[config.mk]
export PLATFORM = sky130hd
export DESIGN_NAME = rvsa_lane
export DESIGN_NICKNAME = d
export VERILOG_FILES = /design/src/hw/rtl/rail_voltage_scale_average_macros.svh /design/src/hw/rtl/rvsa_pkg.sv /design/src/hw/rtl/rvsa_ram.sv /design/src/hw/rtl/rvsa_lane.sv
export SDC_FILE = /design/constraint.sdc
export NUM_CORES = 2
export LEC_CHECK = 0
export BUFFER_PORTS_ARGS = -buffer_cell sky130_fd_sc_hd__clkbuf_2
export CAP_MARGIN = 25
export CORE_UTILIZATION = 64
export CTS_CLUSTER_SIZE = 10
export DETAILED_ROUTE_END_ITERATION = 8
export GPL_TIMING_DRIVEN = 0
export PLACE_DENSITY = 0.81
export SETUP_SLACK_MARGIN = 0.3
export SLEW_MARGIN = 20
export SYNTH_ARGS = -nofsm -noshare
export SYNTH_HDL_FRONTEND = slang
export SYNTH_HIERARCHICAL = 1
export SYNTH_SLANG_ARGS = --single-unit
[constraint.sdc]
create_clock -name clock -period 13.45 [get_ports clock]
set_input_delay 4.035 -clock clock [delete_from_list [all_inputs] [get_ports clock]]
set_output_delay 4.035 -clock clock [all_outputs]
set_load 0.05 [all_outputs]
[src/hw/rtl/rail_voltage_scale_average_macros.svh]
// Assertion macros for the rail monitor RTL.
`ifndef RAIL_VOLTAGE_SCALE_AVERAGE_MACROS_SVH
`define RAIL_VOLTAGE_SCALE_AVERAGE_MACROS_SVH

// Same-cycle implication, disabled while reset is high.
`define RVSA_ASSERT_IMPL(label, clk, rst, ante, cons) \
   label: assert property (@(posedge clk) disable iff (rst) (ante) |-> (cons)) \
      else $error("rvsa: same-cycle check failed");

// Next-cycle implication, disabled while reset is high.
`define RVSA_ASSERT_NEXT(label, clk, rst, ante, cons) \
   label: assert property (@(posedge clk) disable iff (rst) (ante) |=> (cons)) \
      else $error("rvsa: next-cycle check failed");

`endif

[src/hw/rtl/rvsa_pkg.sv]
`default_nettype none

package rvsa_pkg;

   localparam int NUM_STAGES = 6;
   localparam int NUM_LANES  = 3;

   localparam int LANE_POS5  = 0;
   localparam int LANE_POS12 = 1;
   localparam int LANE_NEG5  = 2;

   localparam int GAIN_W      = 20;
   localparam int OFFSET_W    = 16;
   localparam int VOLT_W      = 15;
   localparam int POS_W       = 14;
   localparam int CSR_IDX_W   = 2;
   localparam int CSR_DATA_W  = 20;
   localparam int ROUND_SHIFT = 16;

   localparam int VOLT_MIN = -16384;
   localparam int VOLT_MAX = 16383;

   localparam logic [GAIN_W-1:0]          GAIN_POS5_RESET   = 20'd105600;
   localparam logic [GAIN_W-1:0]          GAIN_POS12_RESET  = 20'd252212;
   localparam logic [GAIN_W-1:0]          GAIN_NEG5_RESET   = 20'd254569;
   localparam logic signed [OFFSET_W-1:0] OFFSET_NEG5_RESET = -16'sd12611;

   typedef enum logic [CSR_IDX_W-1:0] {
      CSR_GAIN_POS5   = 2'd0,
      CSR_GAIN_POS12  = 2'd1,
      CSR_GAIN_NEG5   = 2'd2,
      CSR_OFFSET_NEG5 = 2'd3
   } rvsa_csr_type;

   typedef struct packed {
      logic [NUM_STAGES-1:0] en;
      logic                  accept;
      logic                  ram_we;
      logic                  sum_we;
      logic                  old_valid;
   } rvsa_ctrl_type;

endpackage

`default_nettype wire

[src/hw/rtl/rvsa_ram.sv]
`default_nettype none

module rvsa_ram #(
   parameter int WIDTH = 15,
   parameter int DEPTH = 50
) (
   input  wire logic                     clock,
   input  wire logic                     we,
   input  wire logic [$clog2(DEPTH)-1:0] wr_addr,
   input  wire logic [WIDTH-1:0]         wr_data,
   input  wire logic                     rd_en,
   input  wire logic [$clog2(DEPTH)-1:0] rd_addr,
   output logic      [WIDTH-1:0]         rd_data
);

   logic [WIDTH-1:0] mem_ff [DEPTH];
   logic [WIDTH-1:0] rd_data_ff;

   always_ff @(posedge clock) begin
      if (we) begin
         mem_ff[wr_addr] <= wr_data;
      end
      if (rd_en) begin
         rd_data_ff <= mem_ff[rd_addr];
      end
   end

   assign rd_data = rd_data_ff;

endmodule

`default_nettype wire

[src/hw/rtl/rvsa_lane.sv]
`default_nettype none

module rvsa_lane #(
   parameter int WINDOW   = 50,
   parameter int ADC_BITS = 12
) (
   input  wire logic                                  clock,
   input  wire logic                                  reset,
   input  wire rvsa_pkg::rvsa_ctrl_type               ctrl,
   input  wire logic [$clog2(WINDOW)-1:0]             rd_addr,
   input  wire logic [$clog2(WINDOW)-1:0]             wr_addr,
   input  wire logic [ADC_BITS-1:0]                   raw,
   input  wire logic [rvsa_pkg::GAIN_W-1:0]           gain,
   input  wire logic signed [rvsa_pkg::OFFSET_W-1:0]  offset,
   output logic signed [rvsa_pkg::VOLT_W-1:0]         volt,
   output logic signed [rvsa_pkg::VOLT_W-1:0]         mean
);

   import rvsa_pkg::*;

   localparam int AW      = $clog2(WINDOW);
   localparam int PROD_W  = ADC_BITS + GAIN_W;
   localparam int MV_W    = PROD_W + 1 - ROUND_SHIFT;
   localparam int SC_W    = ADC_BITS + 10;
   localparam int SUM_W   = AW + 16;
   localparam int MAG_W   = SUM_W - 1;
   localparam int SHIFT   = MAG_W + AW;
   localparam int RECIP_W = MAG_W + 2;
   localparam int QPROD_W = MAG_W + RECIP_W;

   localparam logic [PROD_W:0] ROUND_HALF = (PROD_W + 1)'(1) << (ROUND_SHIFT - 1);
   localparam logic signed [SC_W-1:0] SC_MIN = SC_W'(VOLT_MIN);
   localparam logic signed [SC_W-1:0] SC_MAX = SC_W'(VOLT_MAX);
   localparam logic [63:0] RECIP_FULL =
      ((64'd1 << SHIFT) + 64'(WINDOW) - 64'd1) / 64'(WINDOW);
   localparam logic [RECIP_W-1:0] RECIP = RECIP_FULL[RECIP_W-1:0];

   logic [PROD_W-1:0]        a_prod_ff;
   logic [PROD_W:0]          rounded;
   logic [MV_W-1:0]          mv;
   logic signed [SC_W-1:0]   sc_value;
   logic signed [VOLT_W-1:0] volt_in;
   logic [VOLT_W-1:0]        ring_rd;

   logic signed [VOLT_W-1:0] b_volt_ff;
   logic signed [VOLT_W-1:0] b_old_ff;

   logic signed [SUM_W-1:0]  sum_ff;
   logic signed [SUM_W-1:0]  sum_in;
   logic signed [VOLT_W-1:0] c_volt_ff;
   logic signed [SUM_W-1:0]  c_sum_ff;

   logic [SUM_W-1:0]         mag_full;
   logic signed [VOLT_W-1:0] d_volt_ff;
   logic [MAG_W-1:0]         d_mag_ff;
   logic                     d_neg_ff;

   logic signed [VOLT_W-1:0] e_volt_ff;
   logic [QPROD_W-1:0]       e_prod_ff;
   logic                     e_neg_ff;
   logic [VOLT_W-1:0]        quot;

   // Round the Q16 product half up, add the offset, then saturate.
   always_comb begin
      rounded  = {1'b0, a_prod_ff} + ROUND_HALF;
      mv       = rounded[PROD_W:ROUND_SHIFT];
      sc_value = $signed({{(SC_W - MV_W){1'b0}}, mv})
               + $signed({{(SC_W - OFFSET_W){offset[OFFSET_W-1]}}, offset});
      if (sc_value < SC_MIN) begin
         volt_in = VOLT_W'(VOLT_MIN);
      end else if (sc_value > SC_MAX) begin
         volt_in = VOLT_W'(VOLT_MAX);
      end else begin
         volt_in = sc_value[VOLT_W-1:0];
      end
   end

   rvsa_ram #(
      .WIDTH (VOLT_W),
      .DEPTH (WINDOW)
   ) u_ring (
      .clock   (clock),
      .we      (ctrl.ram_we),
      .wr_addr (wr_addr),
      .wr_data (volt_in),
      .rd_en   (ctrl.accept),
      .rd_addr (rd_addr),
      .rd_data (ring_rd)
   );

   always_comb begin
      sum_in = sum_ff
             - $signed({{(SUM_W - VOLT_W){b_old_ff[VOLT_W-1]}}, b_old_ff})
             + $signed({{(SUM_W - VOLT_W){b_volt_ff[VOLT_W-1]}}, b_volt_ff});
      mag_full = c_sum_ff[SUM_W-1] ? SUM_W'(-c_sum_ff) : c_sum_ff;
   end

   always_ff @(posedge clock) begin
      if (reset) begin
         sum_ff <= '0;
      end else if (ctrl.sum_we) begin
         sum_ff <= sum_in;
      end
   end

   always_ff @(posedge clock) begin
      if (ctrl.en[0]) begin
         a_prod_ff <= PROD_W'(raw) * PROD_W'(gain);
      end
      if (ctrl.en[1]) begin
         b_volt_ff <= volt_in;
         b_old_ff  <= ctrl.old_valid ? ring_rd : '0;
      end
      if (ctrl.en[2]) begin
         c_volt_ff <= b_volt_ff;
         c_sum_ff  <= sum_in;
      end
      if (ctrl.en[3]) begin
         d_volt_ff <= c_volt_ff;
         d_mag_ff  <= mag_full[MAG_W-1:0];
         d_neg_ff  <= c_sum_ff[SUM_W-1];
      end
      if (ctrl.en[4]) begin
         e_volt_ff <= d_volt_ff;
         e_prod_ff <= QPROD_W'(d_mag_ff) * QPROD_W'(RECIP);
         e_neg_ff  <= d_neg_ff;
      end
   end

   // The reciprocal is rounded up far enough that the quotient is exact.
   assign quot = e_prod_ff[SHIFT +: VOLT_W];
   assign mean = e_neg_ff ? $signed(-quot) : $signed(quot);
   assign volt = e_volt_ff;

endmodule

`default_nettype wire
==> metrics.md <==
| Metric | Value |
|---|---|
| Maximum root-to-sink buffer count | `3` |
| Hold bufs inserted after CTS | `0` |
| Dominant register cell in the synthesized netlist | `sky130_fd_sc_hd__edfxtp_1` |
| Pin count of the biggest net entering global routing | `41` |
| Slowest library cell on the worst path | `sky130_fd_sc_hd__or4_1` |
| Final critical-path setup slack | `3.89 ns` |
| Max-capacitance violation count | `0` |
| Count of final hold-check violations | `0` |
| RePlAce Congestion | `0.942` |
| Total setup violations reported at the end of the flow | `0` |
| Run status | `finished clean` |
| Die extent in y | `291 um` |
| Antenna violations before repair | `0` |
| Critical path required time | `13.84 ns` |
| Overall die area | `84900 um2` |
| Number of global-route vias before repair | `33700` |
| Number of max-slew violations in the final report | `0` |
| Worst clock skew | `0.0948 ns` |
| Post-DP HPWL | `93.2 mm` |
| Worst-case headroom to the max-slew limit | `31.6%` |
| Number of fill cells in the layout | `5228` |
| Number of cells upsized or downsized after cts | `0` |
| Met1 routed wirelength after detailed routing | `47.6 mm` |
| Gate count of the mapped netlist | `3912` |
| TritonCTS clock tree | `done` |
| Sum of met2 wire segment lengths after detailed routing | `62.9 mm` |
| Largest stage delay on the critical path | `0.59 ns` |
| Pre-CTS setup slack | `3.20 ns` |
| Crit path arrival time | `9.95 ns` |
| Avg WL per Cell | `24.3 um` |
| Most frequent cells in the layout | `sky130_fd_sc_hd__edfxtp_1, sky130_fd_sc_hd__inv_1, sky130_fd_sc_hd__fa_1` |
| Clock sinks | `939` |
| Clock slew at the register clock pins of the worst setup and hold paths | `0.06 ns` |
| Biggest fanout along the worst timing path | `10` |
| Effective utilization at floorplan | `64.9%` |
| Synthesis warning total | `6` |
| Critical Path, Cell by Cell | `clkbuf_2, clkbuf_1, nand2_1, fa_1, inv_1, fa_1, fa_1, fa_1, fa_1, ha_1, nand3_1, or4_1, a211oi_2, nand2_1, a31oi_1, o211a_1, o41a_1, a21oi_1, xnor2_1` |
| Area growth from synthesis to final layout | `10.4%` |
| Share of post-route cells with drive strength above 1 | `10.6%` |
| Area of the placeable core | `82500 um2` |
| Number of buffer cells added on primary ports | `84` |
| Routed vias/inst | `6.20` |
| Inserted Diodes | `0` |
| Detailed Route Iter0 Violations | `2932` |
| Time the final worst path needs with I/O delays and setup | `9.56 ns` |
| CTS HTree Levels | `3` |
| Number of top-level design ports | `102` |
| Initial DRT Pass Iterations | `5` |
| Post-synth net total | `4652` |
| Max frequency | `0.105 GHz` |
| CTS Root Buffer Type | `sky130_fd_sc_hd__clkbuf_16` |
| Post-synthesis sequential area ratio | `52.2%` |
| Met3 wire length | `10.6 mm` |
| Avg Synthesized Cell Area | `13.7 um2` |
| Fraction of registers with async set/reset | `0%` |
| Number of buffers inserted during clock tree synthesis | `105` |
| Total Wirelength | `128 mm` |
| Hold Crit Class | `reg2reg` |
| Highest metal layer with signal wires | `met4` |
| Post-route setup TNS | `0 ns` |
| RSZ-0062 raised after global routing | `no` |
| Flop2flop setup slack | `6.40 ns` |
| Transition time at the pin with the least slew margin | `1.02 ns` |
| Width of the chip | `291 um` |
| Most Frequent Cell on Critical Path | `sky130_fd_sc_hd__fa_1` |
| WS Path Type | `in2reg` |
| Global-route wire length before repair | `195 mm` |
| Number of buffers inserted to repair setup after CTS | `0` |
| Global Route Usage Sum | `30.7%` |
| Sort of element at the end of the critical path | `flip-flop` |
| Number of placement rows | `105` |
| Category of the worst setup path launch point | `primary input` |
| Most common library cell in the layout ignoring fill and taps | `sky130_fd_sc_hd__edfxtp_1` |
| Nets | `4892` |
| Number of DRC violations after detailed routing | `0` |
| Insertion delay to the later sink of the worst-skew pair | `0.73 ns` |
| Synthesized flop and latch total | `939` |
| Period Utilization, post-route | `71.1%` |
| Number of nets with antenna violations after routing | `0` |
| Total overflow reported by the global router | `0` |
| Vias after detailed routing | `32500` |
| Post-synthesis cell area | `53600 um2` |
| Number of flops mapped to enable cells by yosys | `917` |
| Post-synthesis cell type count | `93` |
per-stage QoR:
stage / instances / cell area, um2 / hold slack, ns / utilization (%)
after floorplan: 3912 / 53600 / 0.400 / -
after global placement: 5066 / 55300 / 0.403 / 67.1
after detailed placement: 5114 / 56300 / 0.405 / 68.2
after CTS: 5249 / 59200 / 0.379 / 71.7
after global routing: 5250 / 59200 / 0.401 / 71.7
final: 5250 / 59200 / 0.392 / 71.7
synthesized netlist by cell type, types with 28 or more instances:
master	n	area, um2
sky130_fd_sc_hd__edfxtp_1	917	27500
sky130_fd_sc_hd__inv_1	527	1980
sky130_fd_sc_hd__fa_1	356	7130
sky130_fd_sc_hd__ha_1	312	3900
sky130_fd_sc_hd__mux2i_1	294	2940
sky130_fd_sc_hd__nand2_1	243	912
sky130_fd_sc_hd__nor2_1	133	499
sky130_fd_sc_hd__a22oi_1	117	878
sky130_fd_sc_hd__and2_1	104	651
sky130_fd_sc_hd__clkbuf_1	86	323
sky130_fd_sc_hd__xnor2_1	79	692
sky130_fd_sc_hd__a21oi_1	76	380
sky130_fd_sc_hd__nand3_1	73	365
sky130_fd_sc_hd__mux4_2	47	1060
sky130_fd_sc_hd__o21ai_0	43	215
sky130_fd_sc_hd__a21o_1	33	248
sky130_fd_sc_hd__o21a_1	28	210
cell type report:
class	count	area (um2)	area share, %
Clock inverter	12	223	0.376
Buffer	149	827	1.40
Clock buffer	123	2700	4.55
Multi-Input combinational cell	2297	23000	38.8
Sequential cell	939	28000	47.3
Timing Repair Buffer	133	1170	1.97
Inverter	527	1980	3.34
Tap cell	1070	1340	2.26
worst paths after layout:
check | startpoint | to | depth (start not counted)
setup / recovery | gain[3] | a_prod_ff[30]$_DFFE_PP_ | 19
hold / removal | c_volt_ff[3]$_DFFE_PP_ | d_volt_ff[3]$_DFFE_PP_ | 0
setup reg to reg | d_mag_ff[3]$_DFFE_PP_ | e_prod_ff[41]$_DFFE_PP_ | 24
hold reg to reg | c_volt_ff[3]$_DFFE_PP_ | d_volt_ff[3]$_DFFE_PP_ | 0
worst max-delay path, delay by kind of cell:
family | cells | cell delay [ns]
compound gates | 5 | 1.42
xor+xnor | 1 | 0.13
fa+ha+maj | 6 | 2.79
buf+inv | 3 | 0.58
simple gates | 4 | 0.98
layer usage:
layer | up-vias | GRT usage, %
met4 | 0 | 14.5
li1 | 14300 | -
met3 | 346 | 4.59
met5 | - | 0
met2 | 1616 | 51.7
met1 | 16300 | 39.3
flip-flops by register name, indices dropped and copies added, names as in the netlist:
signal,count
u_ring/rd_data,15
d_neg_ff,1
sum_ff,22
e_neg_ff,1
c_volt_ff,15
u_ring/mem_ff,750
a_prod_ff,17
volt,15
e_prod_ff,15
b_volt_ff,15
d_mag_ff,21
b_old_ff,15
c_sum_ff,22
d_volt_ff,15
logic make-up after synthesis:
kind of cell    Yosys count  synth area share (%)
mux                     348                  7.64
fa+ha+maj               668                  20.6
simple gates            722                  6.61
xor+xnor                105                  1.72
compound gates          454                  6.00
flops                   939                  52.2
buf+inv                 676                  5.23
Power is not shown: default switching activity piles up to over one toggle a cycle in this logic, so the estimate is an artifact.
