File: src/hw/rtl/rail_voltage_scale_average_macros.svh
// Assertion macros for the rail monitor RTL.
`ifndef RAIL_VOLTAGE_SCALE_AVERAGE_MACROS_SVH
`define RAIL_VOLTAGE_SCALE_AVERAGE_MACROS_SVH

// Same-cycle implication, disabled while reset is high.
`define RVSA_ASSERT_IMPL(label, clk, rst, ante, cons) \
   label: assert property (@(posedge clk) disable iff (rst) (ante) |-> (cons)) \
      else $error("rvsa: same-cycle check failed");

// Next-cycle implication, disabled while reset is high.
`define RVSA_ASSERT_NEXT(label, clk, rst, ante, cons) \
   label: assert property (@(posedge clk) disable iff (rst) (ante) |=> (cons)) \
      else $error("rvsa: next-cycle check failed");

`endif

File: src/hw/rtl/rvsa_pkg.sv
`default_nettype none

package rvsa_pkg;

   localparam int NUM_STAGES = 6;
   localparam int NUM_LANES  = 3;

   localparam int LANE_POS5  = 0;
   localparam int LANE_POS12 = 1;
   localparam int LANE_NEG5  = 2;

   localparam int GAIN_W      = 20;
   localparam int OFFSET_W    = 16;
   localparam int VOLT_W      = 15;
   localparam int POS_W       = 14;
   localparam int CSR_IDX_W   = 2;
   localparam int CSR_DATA_W  = 20;
   localparam int ROUND_SHIFT = 16;

   localparam int VOLT_MIN = -16384;
   localparam int VOLT_MAX = 16383;

   localparam logic [GAIN_W-1:0]          GAIN_POS5_RESET   = 20'd105600;
   localparam logic [GAIN_W-1:0]          GAIN_POS12_RESET  = 20'd252212;
   localparam logic [GAIN_W-1:0]          GAIN_NEG5_RESET   = 20'd254569;
   localparam logic signed [OFFSET_W-1:0] OFFSET_NEG5_RESET = -16'sd12611;

   typedef enum logic [CSR_IDX_W-1:0] {
      CSR_GAIN_POS5   = 2'd0,
      CSR_GAIN_POS12  = 2'd1,
      CSR_GAIN_NEG5   = 2'd2,
      CSR_OFFSET_NEG5 = 2'd3
   } rvsa_csr_type;

   typedef struct packed {
      logic [NUM_STAGES-1:0] en;
      logic                  accept;
      logic                  ram_we;
      logic                  sum_we;
      logic                  old_valid;
   } rvsa_ctrl_type;

endpackage

`default_nettype wire

File: src/hw/rtl/rvsa_ctrl.sv
`default_nettype none

module rvsa_ctrl #(
   parameter int WINDOW = 50
) (
   input  wire logic                      clock,
   input  wire logic                      reset,
   input  wire logic                      req_valid,
   input  wire logic                      rsp_ready,
   output logic                           req_ready,
   output logic                           rsp_valid,
   output rvsa_pkg::rvsa_ctrl_type        ctrl,
   output logic [$clog2(WINDOW)-1:0]      rd_addr,
   output logic [$clog2(WINDOW)-1:0]      wr_addr
);

   import rvsa_pkg::*;

   localparam int AW = $clog2(WINDOW);

   logic [NUM_STAGES-1:0] vld_ff;
   logic [NUM_STAGES-1:0] vld_in;
   logic [NUM_STAGES:0]   ready;
   logic [AW-1:0]         pos_ff;
   logic [AW-1:0]         pos_in;
   logic [AW-1:0]         a_pos_ff;
   logic [WINDOW-1:0]     entry_vld_ff;
   logic [WINDOW-1:0]     entry_vld_in;
   logic                  old_valid_ff;
   logic                  accept;

   // A stage takes new data whenever it is empty or its successor moves.
   always_comb begin
      ready[NUM_STAGES] = rsp_ready;
      for (int k = NUM_STAGES - 1; k >= 0; k--) begin
         ready[k] = !vld_ff[k] || ready[k+1];
      end
   end

   always_comb begin
      vld_in = vld_ff;
      for (int k = 0; k < NUM_STAGES; k++) begin
         if (ready[k]) begin
            vld_in[k] = (k == 0) ? req_valid : vld_ff[(k == 0) ? 0 : k - 1];
         end
      end
   end

   assign accept = req_valid && ready[0];

   always_comb begin
      pos_in = pos_ff;
      if (accept) begin
         pos_in = (pos_ff == AW'(WINDOW - 1)) ? '0 : pos_ff + 1'b1;
      end
   end

   always_comb begin
      ctrl.en        = ready[NUM_STAGES-1:0];
      ctrl.accept    = accept;
      ctrl.ram_we    = ready[1] && vld_ff[0];
      ctrl.sum_we    = ready[2] && vld_ff[1];
      ctrl.old_valid = old_valid_ff;
   end

   // Ring entries never written since reset read as zero.
   always_comb begin
      entry_vld_in = entry_vld_ff;
      if (ctrl.ram_we) begin
         entry_vld_in[a_pos_ff] = 1'b1;
      end
   end

   always_ff @(posedge clock) begin
      if (reset) begin
         vld_ff       <= '0;
         pos_ff       <= '0;
         entry_vld_ff <= '0;
      end else begin
         vld_ff       <= vld_in;
         pos_ff       <= pos_in;
         entry_vld_ff <= entry_vld_in;
      end
   end

   always_ff @(posedge clock) begin
      if (accept) begin
         a_pos_ff     <= pos_ff;
         old_valid_ff <= entry_vld_ff[pos_ff];
      end
   end

   assign req_ready = ready[0];
   assign rsp_valid = vld_ff[NUM_STAGES-1];
   assign rd_addr   = pos_ff;
   assign wr_addr   = a_pos_ff;

endmodule

`default_nettype wire

File: config.mk
export PLATFORM = sky130hd
export DESIGN_NAME = rvsa_ctrl
export DESIGN_NICKNAME = d
export VERILOG_FILES = /design/src/hw/rtl/rail_voltage_scale_average_macros.svh /design/src/hw/rtl/rvsa_pkg.sv /design/src/hw/rtl/rvsa_ctrl.sv
export SDC_FILE = /design/constraint.sdc
export NUM_CORES = 1
export LEC_CHECK = 0
export BUFFER_PORTS_ARGS = -buffer_cell sky130_fd_sc_hd__buf_2
export CAP_MARGIN = 40
export CORE_ASPECT_RATIO = 0.5
export CORE_MARGIN = 3
export CORE_UTILIZATION = 52
export CTS_CLUSTER_SIZE = 30
export DETAILED_ROUTE_END_ITERATION = 6
export PLACE_DENSITY = 0.85
export SYNTH_ARGS = -nofsm -noshare
export SYNTH_HDL_FRONTEND = slang
export SYNTH_SLANG_ARGS = --single-unit
File: constraint.sdc
create_clock -name clock -period 2 [get_ports clock]
set_input_delay 0.1 -clock clock [delete_from_list [all_inputs] [get_ports clock]]
set_output_delay 0.1 -clock clock [all_outputs]
set_load 0.01 [all_outputs]
==> results of run 1 <==
## state kept, by name (all words and copies together) (netlist names)
register      count
entry_vld_ff     50
old_valid_ff      1
rd_addr           6
vld_ff            6
wr_addr           6
## placed cells by master (no fill, tap or decap), types with 4 or more instances in the layout
master	instances
sky130_fd_sc_hd__a21oi_1	54
sky130_fd_sc_hd__and3_1	4
sky130_fd_sc_hd__and3b_1	6
sky130_fd_sc_hd__buf_2	27
sky130_fd_sc_hd__buf_4	14
sky130_fd_sc_hd__clkbuf_16	10
sky130_fd_sc_hd__dfxtp_1	60
sky130_fd_sc_hd__edfxtp_1	7
sky130_fd_sc_hd__inv_1	7
sky130_fd_sc_hd__mux2i_1	8
sky130_fd_sc_hd__mux4_2	5
sky130_fd_sc_hd__nand2_1	9
sky130_fd_sc_hd__nand3_1	4
sky130_fd_sc_hd__nor2_1	67
sky130_fd_sc_hd__nor2b_1	5
sky130_fd_sc_hd__nor3b_1	4
## stage by stage
step,std cells,power [mW]
after detailed placement,402,1.66
after global routing,418,3.29
after CTS,418,3.20
after floorplan,312,1.60
after global placement,402,1.65
final,418,3.20
## synthesized netlist by cell type (2+ instances only)
| cell | instances | area, µm² |
|---|---|---|
| sky130_fd_sc_hd__nor2_1 | 67 | 251 |
| sky130_fd_sc_hd__dfxtp_1 | 62 | 1240 |
| sky130_fd_sc_hd__a21oi_1 | 54 | 270 |
| sky130_fd_sc_hd__nand2_1 | 9 | 33.8 |
| sky130_fd_sc_hd__clkbuf_1 | 8 | 30.0 |
| sky130_fd_sc_hd__mux2i_1 | 8 | 80.1 |
| sky130_fd_sc_hd__edfxtp_1 | 7 | 210 |
| sky130_fd_sc_hd__inv_1 | 7 | 26.3 |
| sky130_fd_sc_hd__and3b_1 | 6 | 52.6 |
| sky130_fd_sc_hd__buf_2 | 5 | 25.0 |
| sky130_fd_sc_hd__buf_4 | 5 | 37.5 |
| sky130_fd_sc_hd__mux4_2 | 5 | 113 |
| sky130_fd_sc_hd__nor2b_1 | 5 | 31.3 |
| sky130_fd_sc_hd__and3_1 | 4 | 25.0 |
| sky130_fd_sc_hd__nand3_1 | 4 | 20.0 |
| sky130_fd_sc_hd__nor3_1 | 4 | 20.0 |
| sky130_fd_sc_hd__nor3b_1 | 4 | 30.0 |
| sky130_fd_sc_hd__buf_1 | 3 | 11.3 |
| sky130_fd_sc_hd__mux4_1 | 3 | 78.8 |
| sky130_fd_sc_hd__nand4_1 | 3 | 18.8 |
| sky130_fd_sc_hd__xor2_1 | 3 | 26.3 |
| sky130_fd_sc_hd__a211oi_1 | 2 | 15.0 |
| sky130_fd_sc_hd__a31oi_1 | 2 | 12.5 |
| sky130_fd_sc_hd__buf_6 | 2 | 22.5 |
| sky130_fd_sc_hd__ha_1 | 2 | 25.0 |
| sky130_fd_sc_hd__nand2b_1 | 2 | 12.5 |
| sky130_fd_sc_hd__nand3b_1 | 2 | 15.0 |
| sky130_fd_sc_hd__o22ai_1 | 2 | 12.5 |
| sky130_fd_sc_hd__or3b_2 | 2 | 17.5 |
| sky130_fd_sc_hd__xnor2_1 | 2 | 17.5 |
## worst min-delay path: cells and delay by family
kind | cells | cell delay [ns]
AO/OA/AOI/OAI | 1 | 0.12
buffers and inverters | 2 | 0.12
## final cells by class
| cell class | count | area share, % |
|---|---|---|
| tap | 70 | 2.50 |
| clock inverter | 2 | 0.358 |
| inverter | 7 | 0.751 |
| multi-input combinational | 212 | 38.6 |
| sequential | 69 | 41.5 |
| clock buffer | 14 | 8.44 |
| timing repair buffer | 44 | 7.83 |
## routing by layer
metal  GRT usage [%]  wire (µm)  vias up
met5               0          0        -
met2            40.3       3380      209
met4            8.05        293        0
met3            8.46       1020       45
li1                -          -     1163
met1            29.7       3000     1164
## worst paths after layout
check | end | startpoint
worst min-delay path | vld_ff[0] | req_valid
worst max register to register | old_valid_ff | rd_addr[1]
worst min register to register | vld_ff[5] | vld_ff[4]
worst max-delay path | old_valid_ff | rd_addr[1]
## cells by family after synthesis
kind of cell	share of synthesized area, %
fa+ha+maj	0.848
buf+inv	5.35
simple gates	20.0
xor+xnor	1.49
mux	9.59
compound gates	13.5
flops	49.2
## timing repair
action                     4_1_cts  5_1_grt
setup buffers                    0        0
setup endpoints to repair        0        2
resized for setup                0        7
hold endpoints to repair         0        0
## power by group
| group | switching, mW | total (mW) | leakage [nW] | internal (mW) |
|---|---|---|---|---|
| Sequential | 0.0331 | 1.45 | 0.573 | 1.42 |
| Combinational | 0.121 | 0.199 | 0.644 | 0.0774 |
| Clock | 0.538 | 1.55 | 0.150 | 1.01 |
| Total | 0.692 | 3.20 | 1.37 | 2.51 |
==> flow_results.org, run 1 <==
** Yosys
- Post-synthesis sequential element count :: 69
- In this run, distinct cell masters in the synthesized netlist total 48.
- For this run, the register share of the synthesized area comes to 49.2%.
- Yosys mapped a number of flops with a built-in enable equal to 7.
- The number of nets in the synthesized netlist is 318.
- Synthesis produced a netlist whose cell count is 312.
- Mean area per synthesized cell :: 9.45 µm²
- Ys flop type :: sky130_fd_sc_hd__dfxtp_1
- Synthesis warning total :: 0
- Area of the mapped netlist :: 2950 µm²
- Proportion of synthesized flip-flops having asynchronous set or reset :: 0%

** Final layout
- Final design instance area without fill :: 3500 µm²
- In the final layout, the multi-input gates occupy 1350 µm².
- Footprint of the flip-flops and latches :: 1450 µm²
- At the end of the flow, the number of nets in the layout was 349.
- Area growth, synth to finish :: 18.7%
- Diode count :: 0
- The filler cells instantiated in the layout total 345.
- Fraction of final layout cells sized beyond drive strength 1 :: 22.4%
- At the end of the flow the core is filled with cells to 67.3%.

** Floorplanning
- For this configuration, the core starts out at a cell density of 56.7%.
- The initialized floorplan defines 18 standard-cell rows.
- The floorplan step set the die height to 59.3 µm.
- 28 I/O pins were placed.
- Floorplan die area :: 6670 µm²
- Core area :: 5200 µm²
- From left edge to right edge, the die measures 113 µm.

** Power and ir drop
- In this run the static leakage power is 1.37 nW.
- Peak VDD IR :: 0.600 mV
- Dividing total power by cell area gives a power density of 915 nW/µm².

** Detailed routing
- Using the TritonRoute via totals, the vias-per-cell ratio works out to 6.17.
- The routed layout has 2581 vias.
- Number of detailed-routing iterations run before antenna repair :: 6
- For this block, the initial DRC count from the detailed router was 349.
- Routed wirelength normalized by instance count :: 18.4 µm
- Number of routed nets with antenna violations :: 0
- After detailed routing, the number of remaining DRC violations is 0.
- Wirelength, routed :: 7690 µm

** Run status
- The flow ran to the end, and the final reports show no timing, DRC or antenna violations.

** Run
- Across the run, the number of max-cap violations was 0.

** STA
- The worst path meets setup with 0.104 ns of slack.
- Worst setup skew after layout :: 0.00480 ns
- Across all hold checks on the routed design, the worst slack comes to 0.0572 ns.
- Setup total negative slack on the finished layout was measured at 0 ns.
- The count of pins over their slew limit came to 0.
- Finish-stage setup viols :: 0
- The worst path uses 94.8% of the clock period.
- Time the final worst path needs with I/O delays and setup :: 1.90 ns
- RSZ-0062 raised after global routing :: no
- Headroom to the max-slew limit came out at 32.0%.
- Number of failing hold endpoints at the final stage :: 0
- For the pin with the worst max-slew slack, the measured transition is 1.02 ns.
- Maximum operating frequency :: 527 MHz

** Clock network
- At the later pin of the worst-skew pair, clock insertion delay measures 0.32 ns.
- Counting every sink on the clock net gives 69.
- Hold repair after CTS inserted 0 buffers.
- Cell at the root of the clock tree :: sky130_fd_sc_hd__clkbuf_16
- Total CTS buffers :: 9
- Maximum clock insertion buffer count :: 2
- In this run the number of H-tree levels came out at 3.
- Clock tree from TritonCTS :: built
- Clock-pin slew was measured on the worst setup and hold paths at 0.05 ns.

** GRT
- Entering global routing, the biggest net connects 48 pins.
- The first global-routing pass estimated 12400 µm of wire.
- The via count of the first global-routing pass is 2468.
- For this run the aggregate overflow at the end of global routing stands at 0.
- Initial antenna violation count :: 0
- Global-route usage over all layers :: 24.1%

** Placement
- Placed cell area :: 3170 µm²
- Half-perimeter wire length of the detailed placement result :: 4960 µm
- At the end of routability-driven placement, the weighted congestion stood at 0.910.
- Buffers placed on the I/O ports in this run total 27.
- Before CTS, the worst setup slack after placement is 0.0713 ns.

** Worst setup path
- The critical path is of the reg -> reg type.
- Walking the worst path, the cells encountered are mux4_2 -> nor2b_4 -> a211oi_2 -> o31ai_1 -> o221a_1.
- For the worst setup path, the data required time is 2.08 ns.
- On the critical path, the stage with the largest delay is an instance of sky130_fd_sc_hd__mux4_2.
- The largest single stage delay on the critical path is 0.53 ns.
- Worst reg-to-reg path cell count :: 5
- Setup crit start kind :: register
- WP buf/inv :: 0
- Setup slack on the worst reg-to-reg path comes out at 0.10 ns.
- Critical path arrival :: 1.97 ns
- Cell count along the critical path :: 5
- The kind of cell with the highest combined delay along the critical path is compound AO/OA/AOI/OAI gates.
- In this run the worst path has a maximum fanout of 4.
- STA classifies the critical path endpoint as a register.

** Min path
- The tightest min-delay check is of the in -> reg type.
- Counting instances, the worst hold path has a depth of 3.
(Power assumes the default switching activity.)
==> run 2: changes to the inputs <==
- CORE_UTILIZATION: 52 -> 50
- PLACE_DENSITY: 0.85 -> 0.83
==> flow_results.org, run 2 (synthesized netlist as in run 1, its figures left out) <==
** Detailed routing
- The number of design rule violations left after detail routing came to 0 (unchanged).
- 1st-iter DRT viols :: 286 (-18%)
- Number of routed nets with antenna violations :: 0 (unchanged)
- The total via count after detailed routing is 2503 (-3.0%).
- Number of detailed-routing iterations run before antenna repair :: 6 (unchanged)
- The final wirelength came to 7490 µm (-2.6%).
- The per-cell routed wire length came to 17.8 µm (-3.1%).
- Mean number of vias per cell :: 5.96 (-3.5%)

** Placement
- The count of input and output buffers is 27 (unchanged).
- The global placer's final weighted congestion was 0.936 (+2.8%).
- Placed cell area :: 3160 µm² (-0.12%)
- The detailed placement HPWL is 4960 µm (about the same).

** GRT
- Via count of the first global-routing pass :: 2288 (-7.3%)
- The number of antenna violations at the first check in global routing is 0 (unchanged).
- The largest net degree at the start of global routing came to 57 (+19%).
- Global-route wire length before repair :: 11600 µm (-6.6%)
- The all-layer global routing usage came to 22.1% (-2.0 points).
- Total overflow reported by the global router :: 0 (unchanged)

** Worst setup path
- The highest cell delay on the worst timing path is 0.44 ns (-0.09 ns).
- Standard cell with the maximum stage delay on the critical path :: sky130_fd_sc_hd__dfxtp_1
- The setup path with the least slack is of type reg -> reg.
- The worst setup path is launched from a register.
- The data arrival at the endpoint of the critical path is 2.13 ns (+0.16 ns).
- CP cell instances :: buf_4 -> or3b_2 -> o22ai_1 -> nor3_2 -> a32oi_1 -> o221a_1
- STA classifies the critical path endpoint as a register.
- Top fanout value on the critical path :: 9 (+5)
- The data required time at the worst endpoint came to 2.20 ns (+0.12 ns).
- Worst reg-to-reg path cell count :: 6 (+1)

** Min path
- The tightest min-delay check is of the in -> reg type.
- Hold path depth :: 3 (unchanged)

** Floorplanning
- Count of standard-cell rows :: 19 (+1)
- The area of the die is 6910 µm² (+3.7%).
- Die height :: 60.3 µm (+1.8%)
- The width of the chip is 115 µm (+1.9%).
- Core area :: 5590 µm² (+7.4%)
- Starting utilization of the core area :: 52.8% (-3.9 points)
- I/O pins :: 28 (unchanged)

** STA
- Worst setup skew after layout :: 0.00682 ns (+0.00202 ns)
- RSZ-0062 raised after global routing :: no
- Number of failing hold endpoints at the final stage :: 0 (unchanged)
- Relative max-transition margin :: 33.3% (+1.2 points)
- Total Negative Setup Slacks :: 0 ns (unchanged)
- The final critical-path required period came to 1.93 ns (+0.0306 ns).
- The count of pins over their slew limit came to 0 (unchanged).
- The final worst-path cycle share was 96.3% (+1.5 points).
- Worst-margin pin slew :: 0.999 ns (-0.0182 ns)
- The final-layout worst hold slack was 0.0329 ns (-0.0243 ns).
- Maximum operating frequency :: 519 MHz (-1.6%)
- Finish-stage setup viols :: 0 (unchanged)

** Final layout
- The total number of nets in the final design came to 348 (-0.29%).
- The flip-flop count of the largest register, all copies and words added came to 50 (unchanged).
- Area growth, synth to finish :: 18.4%
- More flip-flops sit in one register than any other, and that register is entry_vld_ff.
- Fraction of final layout cells sized beyond drive strength 1 :: 21.6% (-0.80 points)
- The library cell used most frequently in the layout, excluding fill and tap cells, is sky130_fd_sc_hd__nor2_1.
- Diode count :: 0 (unchanged)
- Leading cell types in the layout, fill and taps excluded :: sky130_fd_sc_hd__nor2_1, sky130_fd_sc_hd__dfxtp_1, sky130_fd_sc_hd__a21oi_1
- Final design instance area without fill :: 3490 µm² (-0.21%)

** Clock network
- The total number of clock tree sinks was 69 (unchanged).
- The number of buffers on the longest clock path is 2 (unchanged).
- The number of buffers inserted by hold repair at cts is 0 (unchanged).
- The tree is rooted in a sky130_fd_sc_hd__clkbuf_16.
- The number of post-CTS setup repair buffers is 0 (unchanged).
- The number of buffers inserted during clock tree synthesis came to 9 (unchanged).
- The post-cts resize count is 0 (unchanged).
- The number of H-tree levels is 3 (unchanged).
- Clock tree from TritonCTS :: built
- Clock insertion delay at the later pin of the skew report :: 0.33 ns (about the same)
- Post-CTS clock slew at the launch and capture registers of the worst setup and hold paths :: 0.06 ns (about the same)

** Power and ir drop
- Peak VDD IR :: 0.694 mV (+16%)
- The power per unit of standard cell area is 942 nW/µm² (+2.9%).
- Static leakage :: 1.36 nW (-0.58%)

** Run
- The number of max-cap violations came to 0 (unchanged).

** Run status
- Outcome :: finished, final reports clean
## run 2: cell types whose count changed in the layout (fill, tap and decap cells not counted), moves of 2 or more
| cell | before | now |
|---|---|---|
| sky130_fd_sc_hd__buf_6 | 3 | 1 |
| sky130_fd_sc_hd__dfxtp_1 | 60 | 62 |
| sky130_fd_sc_hd__dfxtp_2 | 2 | 0 |
| sky130_fd_sc_hd__clkbuf_8 | 3 | 0 |
| sky130_fd_sc_hd__clkinv_4 | 0 | 2 |
## run 2: layout make-up
| type | count | area (µm²) |
|---|---|---|
| clock inverters | 6 | 68.8 |
| clock buffers | 10 | 250 |
| repair buffers | 43 | 259 |
| flip-flops and latches | 69 | 1450 |
| inverters | 7 | 26.3 |
| well taps | 73 | 91.3 |
| multi-input cells | 212 | 1350 |
| fillers | 405 | 2090 |
## run 2: power by group
group | internal (mW) | switching [mW]
Clock | 1.04 | 0.607
Sequential | 1.42 | 0.0309
Combinational | 0.0747 | 0.115
Total | 2.54 | 0.752
## run 2: worst paths after layout
| kind | from | to | slack (ns) |
|---|---|---|---|
| max reg2reg | rd_addr[3] | old_valid_ff | 0.07 |
| min reg2reg | vld_ff[4] | vld_ff[5] | 0.45 |
| min | req_valid | vld_ff[0] | 0.03 |
| max | rd_addr[3] | old_valid_ff | 0.07 |
## run 2: metrics by stage
step	std cells	power, mW	setup slack, ns	utilization [%]
floorplan	312	1.60	0.0597	-
global placement	404	1.65	0.131	56.6
detailed placement	404	1.66	0.0894	56.6
CTS	420	3.30	0.0667	62.4
global route	420	3.38	0.00714	62.5
finish	420	3.29	0.0736	62.5
## run 2: metal layers
layer / routed length [µm] / GRT usage, %
met1: 3240 / 30.5
met2: 3350 / 33.7
met3: 722 / 5.76
met4: 166 / 8.12
met5: 0 / 0
## run 2: critical path, delay by kind of cell (launching register included)
family / cells / cell delay (ns)
DFF: 1 / 0.44
and+or+nand+nor: 2 / 0.53
buffers and inverters: 1 / 0.23
AOI/OAI and AO/OA: 3 / 0.60
==> run 3: changes to the inputs <==
- SETUP_SLACK_MARGIN: default -> 0.2
==> flow_results.org, run 3 (synthesized netlist as in run 1, its figures left out) <==
** STA
- Worst setup skew after layout :: 0.00418 ns (-0.00263 ns)
- Number of failing hold endpoints at the final stage :: 0 (unchanged)
- Time the final worst path needs with I/O delays and setup :: 1.87 ns (-0.0560 ns)
- The count of pins over their slew limit is 0 (unchanged).
- Worst-margin pin slew :: 0.574 ns (-0.425 ns)
- The total negative slack is 0 ns (unchanged).
- Finish-stage setup viols :: 0 (unchanged)
- RSZ-0062 raised after global routing :: yes
- Ratio of final minimum period to clock period :: 93.5% (-2.8 points)
- Relative max-transition margin :: 61.8% (+29 points)
- The peak clock frequency supported by timing came to 535 MHz (+3.0%).

** Clock network
- Maximum level of the CTS H-tree :: 3 (unchanged)
- Clk sink count :: 69 (unchanged)
- The number of buffers on the longest clock path is 2 (unchanged).
- Total CTS buffers :: 9 (unchanged)
- Post-CTS clock slew at the launch and capture registers of the worst setup and hold paths :: 0.05 ns (about the same)
- Clock insertion delay at the later pin of the skew report :: 0.33 ns (about the same)
- Cell at the root of the clock tree :: sky130_fd_sc_hd__clkbuf_16
- Clock tree from TritonCTS :: built

** GRT
- Initial antenna violation count :: 0 (unchanged)
- The all-layer global routing usage is 22.8% (+0.68 points).
- Global-route wire length before repair :: 11700 µm (+0.77%)
- Maximum number of pins on one net before global-route repair :: 57 (unchanged)
- The total overflow reported by the global router was 0 (unchanged).
- Via count of the first global-routing pass :: 2291 (+0.13%)

** Floorplanning
- The height of the die was 60.3 µm (unchanged).
- The starting density of the core is 52.8% (unchanged).
- The number of top-level design ports is 28 (unchanged).
- Floorplan die area :: 6910 µm² (unchanged)
- The area of the core is 5590 µm² (unchanged).
- The width of the chip came to 115 µm (unchanged).
- The number of rows in the core area came to 19 (unchanged).

** Worst setup path
- The combined buffer and inverter count along the critical path came to 0 (-1).
- Required time of the worst setup path :: 2.09 ns (-0.11 ns)
- The critical path goes through mux4_2 -> nor2b_4 -> a211oi_2 -> o31ai_1 -> o221a_1.
- Setup crit start kind :: register
- Standard cell with the maximum stage delay on the critical path :: sky130_fd_sc_hd__mux4_2
- Crit path capture type :: register
- Kind of critical path :: reg -> reg
- Cell class contributing the biggest share of worst-path delay :: multiplexers
- Critical path arrival :: 1.96 ns (-0.17 ns)
- Top fanout value on the critical path :: 7 (-2)
- The highest cell delay on the worst timing path was 0.54 ns (+0.10 ns).

** Detailed routing
- The amount of wire on met2 after detailed routing is 3630 µm (+8.3%).
- Number of routed nets with antenna violations :: 0 (unchanged)
- The DRC violation total after the first TritonRoute iteration came to 306 (+7.0%).
- Routed wirelength normalized by instance count :: 19.1 µm (+7.0%)
- Met3 wire length :: 890 µm (+23%)
- The number of design rule violations left after detail routing is 0 (unchanged).
- Wire length on met1 :: 3300 µm (+1.6%)
- Number of detailed-routing iterations run before antenna repair :: 5 (-1)
- Mean number of vias per cell :: 6.14 (+3.0%)
- The highest layer touched by signal routing is met4.
- The final wirelength was 8130 µm (+8.6%).
- Vias after detailed routing :: 2614 (+4.4%)

** Power and ir drop
- The worst voltage drop across the vdd grid was 0.935 mV (+35%).
- Total power of the final layout :: 3.29 mW (about the same)
- The leakage power came to 1.41 nW (+3.6%).
- Power per Cell Area :: 919 nW/µm² (-2.5%)

** Final layout
- Relative to the synthesized area, the layout overhead comes to 21.5%.
- Leading cell type in the layout, fill and taps excluded :: sky130_fd_sc_hd__nor2_1
- Final #Nets :: 354 (+1.7%)
- The share of final-layout standard cells stronger than drive strength 1 was 26.6% (+5.0 points).
- Layout Cells excl Fill :: 426 (+1.4%)
- The number of filler instances in the final layout was 381 (-5.9%).
- Diode count :: 0 (unchanged)
- Number of flip-flops under the largest register name :: 50 (unchanged)
- Fin util :: 64.1% (+1.6 points)
- Leading cell types in the layout, fill and taps excluded :: sky130_fd_sc_hd__nor2_1, sky130_fd_sc_hd__dfxtp_1, sky130_fd_sc_hd__a21oi_1
- Register name with the most flops :: entry_vld_ff

** Placement
- Final weighted congestion in routability-driven placement :: 0.905 (-3.2%)
- Half-perimeter wire length of the detailed placement result :: 4900 µm (-1.3%)
- The count of input and output buffers is 27 (unchanged).
- The total placed cells including tap cells is 402 (-0.50%).

** Min path
- The path class of the tightest hold or removal check is in -> reg.

** Run status
- Outcome :: finished, final reports clean

** Run
- Max capacitance violation total :: 0 (unchanged)
[run 3: cell count changes in the layout (fill, tap and decap cells not counted), sizes merged]
| cell | before | now |
|---|---|---|
| buf | 43 | 48 |
| clkinvlp | 2 | 0 |
| clkinv | 2 | 3 |
| clkbuf | 10 | 13 |
| inv | 8 | 7 |
[run 3: area by class of cell]
type / count / area [µm²] / share of cell area (%)
clock buffers: 12 / 267 / 7.44
clock inverters: 4 / 45.0 / 1.26
inverters: 7 / 26.3 / 0.733
multi-input cells: 212 / 1390 / 38.8
flip-flops and latches: 69 / 1460 / 40.7
well taps: 73 / 91.3 / 2.55
repair buffers: 49 / 304 / 8.48
[run 3: routing by layer]
layer | track usage (%) | vias to the layer above
met1 | 29.7 | 1235
li1 | - | 1162
met2 | 34.7 | 176
met3 | 7.28 | 41
met5 | 0 | -
met4 | 11.0 | 0
[run 3: worst paths after layout]
| check | from | slack (ns) | endpoint | cells past startpoint |
|---|---|---|---|---|
| worst max-delay path | rd_addr[1] | 0.13 | old_valid_ff | 5 |
| worst min-delay path | rsp_ready | 0.07 | vld_ff[5] | 3 |
| worst max register to register | rd_addr[1] | 0.13 | old_valid_ff | 5 |
| worst min register to register | vld_ff[4] | 0.45 | vld_ff[5] | 2 |
[run 3: stage by stage]
stage / cell area (µm²) / setup slack (ns) / hold slack, ns
final: 3580 / 0.130 / 0.0746
after global routing: 3580 / 0.0877 / 0.0908
after CTS: 3500 / 0.175 / 0.0655
after detailed placement: 3160 / 0.137 / 0.400
after global placement: 3160 / 0.212 / 0.357
after floorplan: 2970 / 0.201 / 0.269
[run 3: worst reg2reg max path: stages (launching register included)]
cell and delay [ns]:
sky130_fd_sc_hd__dfxtp_4 0.40, sky130_fd_sc_hd__mux4_2 0.54, sky130_fd_sc_hd__nor2b_4 0.15, sky130_fd_sc_hd__a211oi_2 0.16, sky130_fd_sc_hd__o31ai_1 0.11, sky130_fd_sc_hd__o221a_1 0.26
[run 3: repair_timing]
item	4_1_cts	5_1_grt
gates cloned	0	1
resized for setup	3	11
endpoints found under the setup margin	4	39
pin swaps	0	2
setup buffers	2	5
hold buffers	0	0
[run 3: where the power goes]
part           total [mW]  internal [mW]  switching [mW]  leakage, nW
registers            1.46           1.42          0.0378        0.574
clock network        1.62           1.06           0.565        0.158
logic               0.211         0.0863           0.124        0.675
